## src/hdl/vhc_ram.sv

```systemverilog
// Generic single-port RAM with registered read.
`timescale 1ns / 1ps
module vhc_ram #(
  parameter int unsigned WIDTH = 8,
  parameter int unsigned DEPTH = 16
) (
  input  logic                     clk,
  input  logic                     we,
  input  logic [$clog2(DEPTH)-1:0] addr,
  input  logic [WIDTH-1:0]         wdata,
  output logic [WIDTH-1:0]         rdata
);
  logic [WIDTH-1:0] mem [DEPTH];

  always_ff @(posedge clk) begin
    if (we) begin
      mem[addr] <= wdata;
    end
    rdata <= mem[addr];
  end
endmodule

```

## config.mk

```make
export PLATFORM = sky130hd
export DESIGN_NAME = vhc_ram
export DESIGN_NICKNAME = d
export VERILOG_FILES = /design/src/hdl/vhc_ram.sv
export SDC_FILE = /design/constraint.sdc
export NUM_CORES = 1
export LEC_CHECK = 0
export BUFFER_PORTS_ARGS = -buffer_cell sky130_fd_sc_hd__buf_2
export CAP_MARGIN = 20
export CORE_UTILIZATION = 44
export DETAILED_ROUTE_END_ITERATION = 12
export PLACE_DENSITY_LB_ADDON = 0.05
export SETUP_SLACK_MARGIN = 0.5
export SLEW_MARGIN = 20
export SYNTH_ARGS = -nofsm -noshare
export SYNTH_HDL_FRONTEND = slang
export SYNTH_SLANG_ARGS = --single-unit
```

## constraint.sdc

```tcl
create_clock -name clk -period 5.2 [get_ports clk]
set_input_delay 1.56 -clock clk [delete_from_list [all_inputs] [get_ports clk]]
set_output_delay 1.56 -clock clk [all_outputs]
set_load 0.01 [all_outputs]
```

# Word-level counts from Yosys, hierarchy flattened
# Memories as Yosys holds them, arrays and structs flattened. A register that Yosys moved wholly into a read port is not among the register bits.
# Index checks and enable logic that the tools add are counted.
# Widths: inputs -> output; s select.
# classes
muxes	2
# ops
cell	n
$mux 1	2
# totals
mem_count	1
ramBits	128
register_bits	0
word_cells	3
in_bits	14
output_inout_bits	8
# memory_table
memory	depth	width	read_ports	rd_ports_with_merged_regs	write_ports	line	source
mem	16	8	1	1	1	13	logic [WIDTH-1:0] mem [DEPTH];

# Logic depth before layout (Yosys ltp)
# logic_depth
ltp_word	2
ltp_mapped	5
mapped_depth_nobuf	3

# Worst setup path after synthesis
# OpenSTA, ideal clock, no wires.
# synth_timing
kind	input to register
from	in addr[2]
to	mem mem[0][0], enable pin
path_stages	2
setup_slack_ns	2.147
t_arrival_ns	2.670
t_required_ns	4.817
setup_ns	0.383
cell_sequence	or3b_2 -> nor3_1
# synth_lines
element	line	source
start, declared	9	input logic [$clog2(DEPTH)-1:0] addr,
end, declared	13	
# No word-level cell before the write port.

==> results by stage <==
Run status:
- The run finished with clean final reports.

CTS:
- The clock tree from TritonCTS is yes.
- The number of clock sinks is between 100 and 150.
- After clock tree synthesis, the clock-pin slew on the worst setup and hold paths is about 0.06 ns.
- The clock latency at the later pin of the worst-skew pair is ~0.4 ns.
- The number of gates resized after CTS was 0.
- The clock root buffer is sky130_fd_sc_hd__clkbuf_16.
- The level count of the clock H-tree is 4.
- The maximum clock insertion buffer count is 2.
- The number of clock buffers added by TritonCTS is 17.
- The quantity of hold-fixing buffers added after cts is 0.
- The number of setup buffers added after CTS is 0.

Timing:
- The total count of max-transition violations in the final report is 0.
- Setup repair after global routing left no endpoint under its margin.
- The final setup violation count is 0.
- The worst max-slew margin expressed relative to the limit is about two fifths.
- The count of final hold-check violations is 0.
- The worst setup skew after layout is between 0.003 and 0.004 ns.
- The share of the clock period used by the worst path after layout is roughly 62%.
- The final period demand of the worst path is around 3.2 ns.
- The worst slack on hold paths is ~0.69 ns.
- Adding up every negative setup slack in the final design gives 0 ns.
- The fmax is between 300 and 400 MHz.
- At the pin with the least slew margin, the transition time is 0.872 ns.

Yosys:
- The number of different library cells in the post-synthesis netlist is 18.
- In the synthesized netlist, the cells that appear most often are sky130_fd_sc_hd__edfxtp_1 (128), sky130_fd_sc_hd__mux4_2 (32), sky130_fd_sc_hd__a22oi_1 (16).
- The number of enable-type register cells in the synthesized netlist is around 130.
- The synthesized design contains about 140 register bits.
- The most common cell in the synthesized netlist is sky130_fd_sc_hd__edfxtp_1.
- In this run the mean area of a mapped cell was between 20 and 25 µm².
- sky130_fd_sc_hd__edfxtp_1 takes more of the synthesized area than any other cell.
- The sequential element share of the synthesized area is ~80%.
- By area the synthesized netlist is led by sky130_fd_sc_hd__edfxtp_1 (76%), sky130_fd_sc_hd__mux4_2 (14%), sky130_fd_sc_hd__dfxtp_1 (3.2%).
- After synthesis the cells add up to approximately 0.005 mm².
- Yosys printed 0 warnings.
- The post-synthesis async set-or-reset flop share is 0%.
- Among all flip-flop cells after synthesis, the most frequent one is sky130_fd_sc_hd__edfxtp_1.
- The area share of the largest cell type after synthesis is about three quarters.
- Synthesis handed over a netlist of 230 instances.
- Synthesis produced a netlist with a net count of between 200 and 250.

Detailed routing:
- The post-detailed-routing wire length is between 9 and 10 mm.
- The routed length per instance is roughly 23 µm.
- The number of design-rule violations left by the first detailed-router iteration is about 140.
- The remaining routing DRC violations is 0.
- In the routed layout, each cell is associated on average with a via count of roughly 5.6.
- The count of nets left with antenna violations once routing finished came out at 0.
- The final route contains between 2k and 2.5k vias.
- The pre-antenna-repair detailed-routing pass consisted of 4 iterations.

Pwr:
- Net switching is between 20% and 30% of the power.
- Combinational logic burns 4.3% of the power.
- The sequential share of power is around 47%.
- The power density of the placed cells is between 400 and 500 mW/mm².
- IR analysis of the VDD net gives a maximum drop of around 0.2 mV.
- The reported leakage power is ~0.0019 µW.
- In this run, the clock network consumes approximately 48% of the power.
- Summed over all nets, the switching power comes to approximately 520 µW.
- The internal power of the cells is 2070 µW.

Global routing:
- The number of antenna violations at the first check in global routing is 0.
- The overall global routing resource usage is ~18%.
- The number of global-route vias before repair is 2338.
- The overall overflow remaining after global route is 0.
- The pin count of the biggest net entering global routing is 29.
- The first global-routing pass estimated around 14 mm of wire.

Die:
- The initial utilization of the core area, before any placement, comes to 45.9%.
- The die covers about 0.012 mm².
- The core region is approximately 0.011 mm².
- During I/O placement, the number of pins put on the boundary was 22.
- The floorplan step set the die width to 109 µm.
- After floorplanning, the core was divided into 38 placement rows.
- The die is roughly 110 µm tall.

Worst setup path:
- Of all nets on the critical path, the largest fanout is 23.
- The critical path in this run is classified as in -> reg.
- STA classifies the critical path startpoint as an input pin.
- For the worst setup path, the data arrival time is 3.50 ns.
- The critical path data required time is 5.48 ns.
- The worst setup path is captured at a flip-flop.

Place:
- The final weighted congestion of routability-driven global placement is between 0.7 and 0.8.
- The cell total after placement is about 380.
- The HPWL after detailed placement is 6.12 mm.
- Input and output buffers added on the ports amount to 21.

Min path:
- The class of the most critical hold timing path is reg -> reg.

Finish:
- The area growth from synthesis to layout is 17.5%.
- The share of layout cells above drive strength 1 is about a third.
- The non-filler instance count after layout is about 420.
- 0 antenna diodes ended up in the layout.
- The final layout contains roughly 280 nets.

Flow run:
- Across the run, the number of max-cap violations was 0.
## worst max-delay path, cell delays in order
cell and delay [ns]:
sky130_fd_sc_hd__buf_2 0.58, sky130_fd_sc_hd__buf_4 0.45, sky130_fd_sc_hd__mux4_2 0.54, sky130_fd_sc_hd__a22oi_1 0.27, sky130_fd_sc_hd__nand2_1 0.09
## final cells by class
cell class / count / area (µm²)
clock inverter: 15 / 199
clock buffer: 17 / 425
multi-input combinational: 83 / 1010
sequential: 136 / 4000
tap: 140 / 175
timing repair buffer: 25 / 135
fill: 866 / 5080
## power groups by stage
| stage | Combinational [µW] | Sequential (µW) | Clock (µW) |
|---|---|---|---|
| after global routing | 123 | 1230 | 1320 |
| after global placement | 113 | 1250 | 0 |
| after CTS | 114 | 1230 | 1270 |
| final | 112 | 1230 | 1250 |
| after floorplan | 63.1 | 1260 | 0 |
| after detailed placement | 114 | 1260 | 0 |
## final timing paths
path | startpoint | end | slack, ns | depth (start not counted)
worst max-delay path | addr[0] | rdata[3] | 1.97 | 5
worst min-delay path | mem[5][6] | rdata[6] | 0.69 | 3
worst max register to register | mem[0][5] | rdata[5] | 3.84 | 3
worst min register to register | mem[5][6] | rdata[6] | 0.69 | 3
## through the flow
| stage | utilization, % | total power [µW] | setup WS, ns | instance area, µm² |
|---|---|---|---|---|
| after floorplan | - | 1320 | 2.15 | 5070 |
| after global placement | 48.2 | 1370 | 1.44 | 5320 |
| after detailed placement | 48.3 | 1370 | 1.48 | 5330 |
| after CTS | 54.0 | 2620 | 1.91 | 5950 |
| after global routing | 54.0 | 2680 | 1.80 | 5950 |
| final | 54.0 | 2600 | 1.97 | 5950 |
## sequential cells by signal, indices dropped and copies added, names as in the netlist
name   count
rdata      8
mem      128
## cell usage in the layout (no fill, tap or decap)
cell | Yosys | final
sky130_fd_sc_hd__clkinv_4 | 0 | 1
sky130_fd_sc_hd__buf_4 | 0 | 4
sky130_fd_sc_hd__clkinvlp_4 | 0 | 4
sky130_fd_sc_hd__dfxtp_1 | 8 | 8
sky130_fd_sc_hd__nand2_1 | 9 | 9
sky130_fd_sc_hd__clkinv_1 | 0 | 1
sky130_fd_sc_hd__a22oi_1 | 16 | 16
sky130_fd_sc_hd__nor2b_1 | 2 | 2
sky130_fd_sc_hd__nor2_1 | 13 | 13
sky130_fd_sc_hd__and2_1 | 1 | 1
sky130_fd_sc_hd__mux4_2 | 32 | 32
sky130_fd_sc_hd__nand3b_1 | 2 | 2
sky130_fd_sc_hd__bufinv_16 | 0 | 4
sky130_fd_sc_hd__nand2b_1 | 2 | 2
sky130_fd_sc_hd__buf_2 | 2 | 21
sky130_fd_sc_hd__clkbuf_16 | 0 | 17
sky130_fd_sc_hd__or3b_2 | 1 | 1
sky130_fd_sc_hd__clkinv_2 | 0 | 2
sky130_fd_sc_hd__nor3_1 | 4 | 2
sky130_fd_sc_hd__edfxtp_1 | 128 | 128
sky130_fd_sc_hd__inv_6 | 0 | 3
sky130_fd_sc_hd__nand3_1 | 1 | 1
sky130_fd_sc_hd__nor3_2 | 0 | 2
## cells by family after synthesis
group | synth area share, %
buffers and inverters | 1.19
multiplexers | 14.2
AO/OA/AOI/OAI | 2.37
flip-flops | 79.0
AND/OR/NAND/NOR | 3.21
## metal layers
layer | global-route usage [%] | share of wire, % | vias to the layer above
met5 | 0 | 0 | -
met4 | 5.81 | 1.1 | 0
met3 | 4.86 | 4.0 | 12
met2 | 27.0 | 48 | 56
met1 | 25.6 | 47 | 1213
li1 | - | - | 1028
Power figures use the tool's default switching activity.
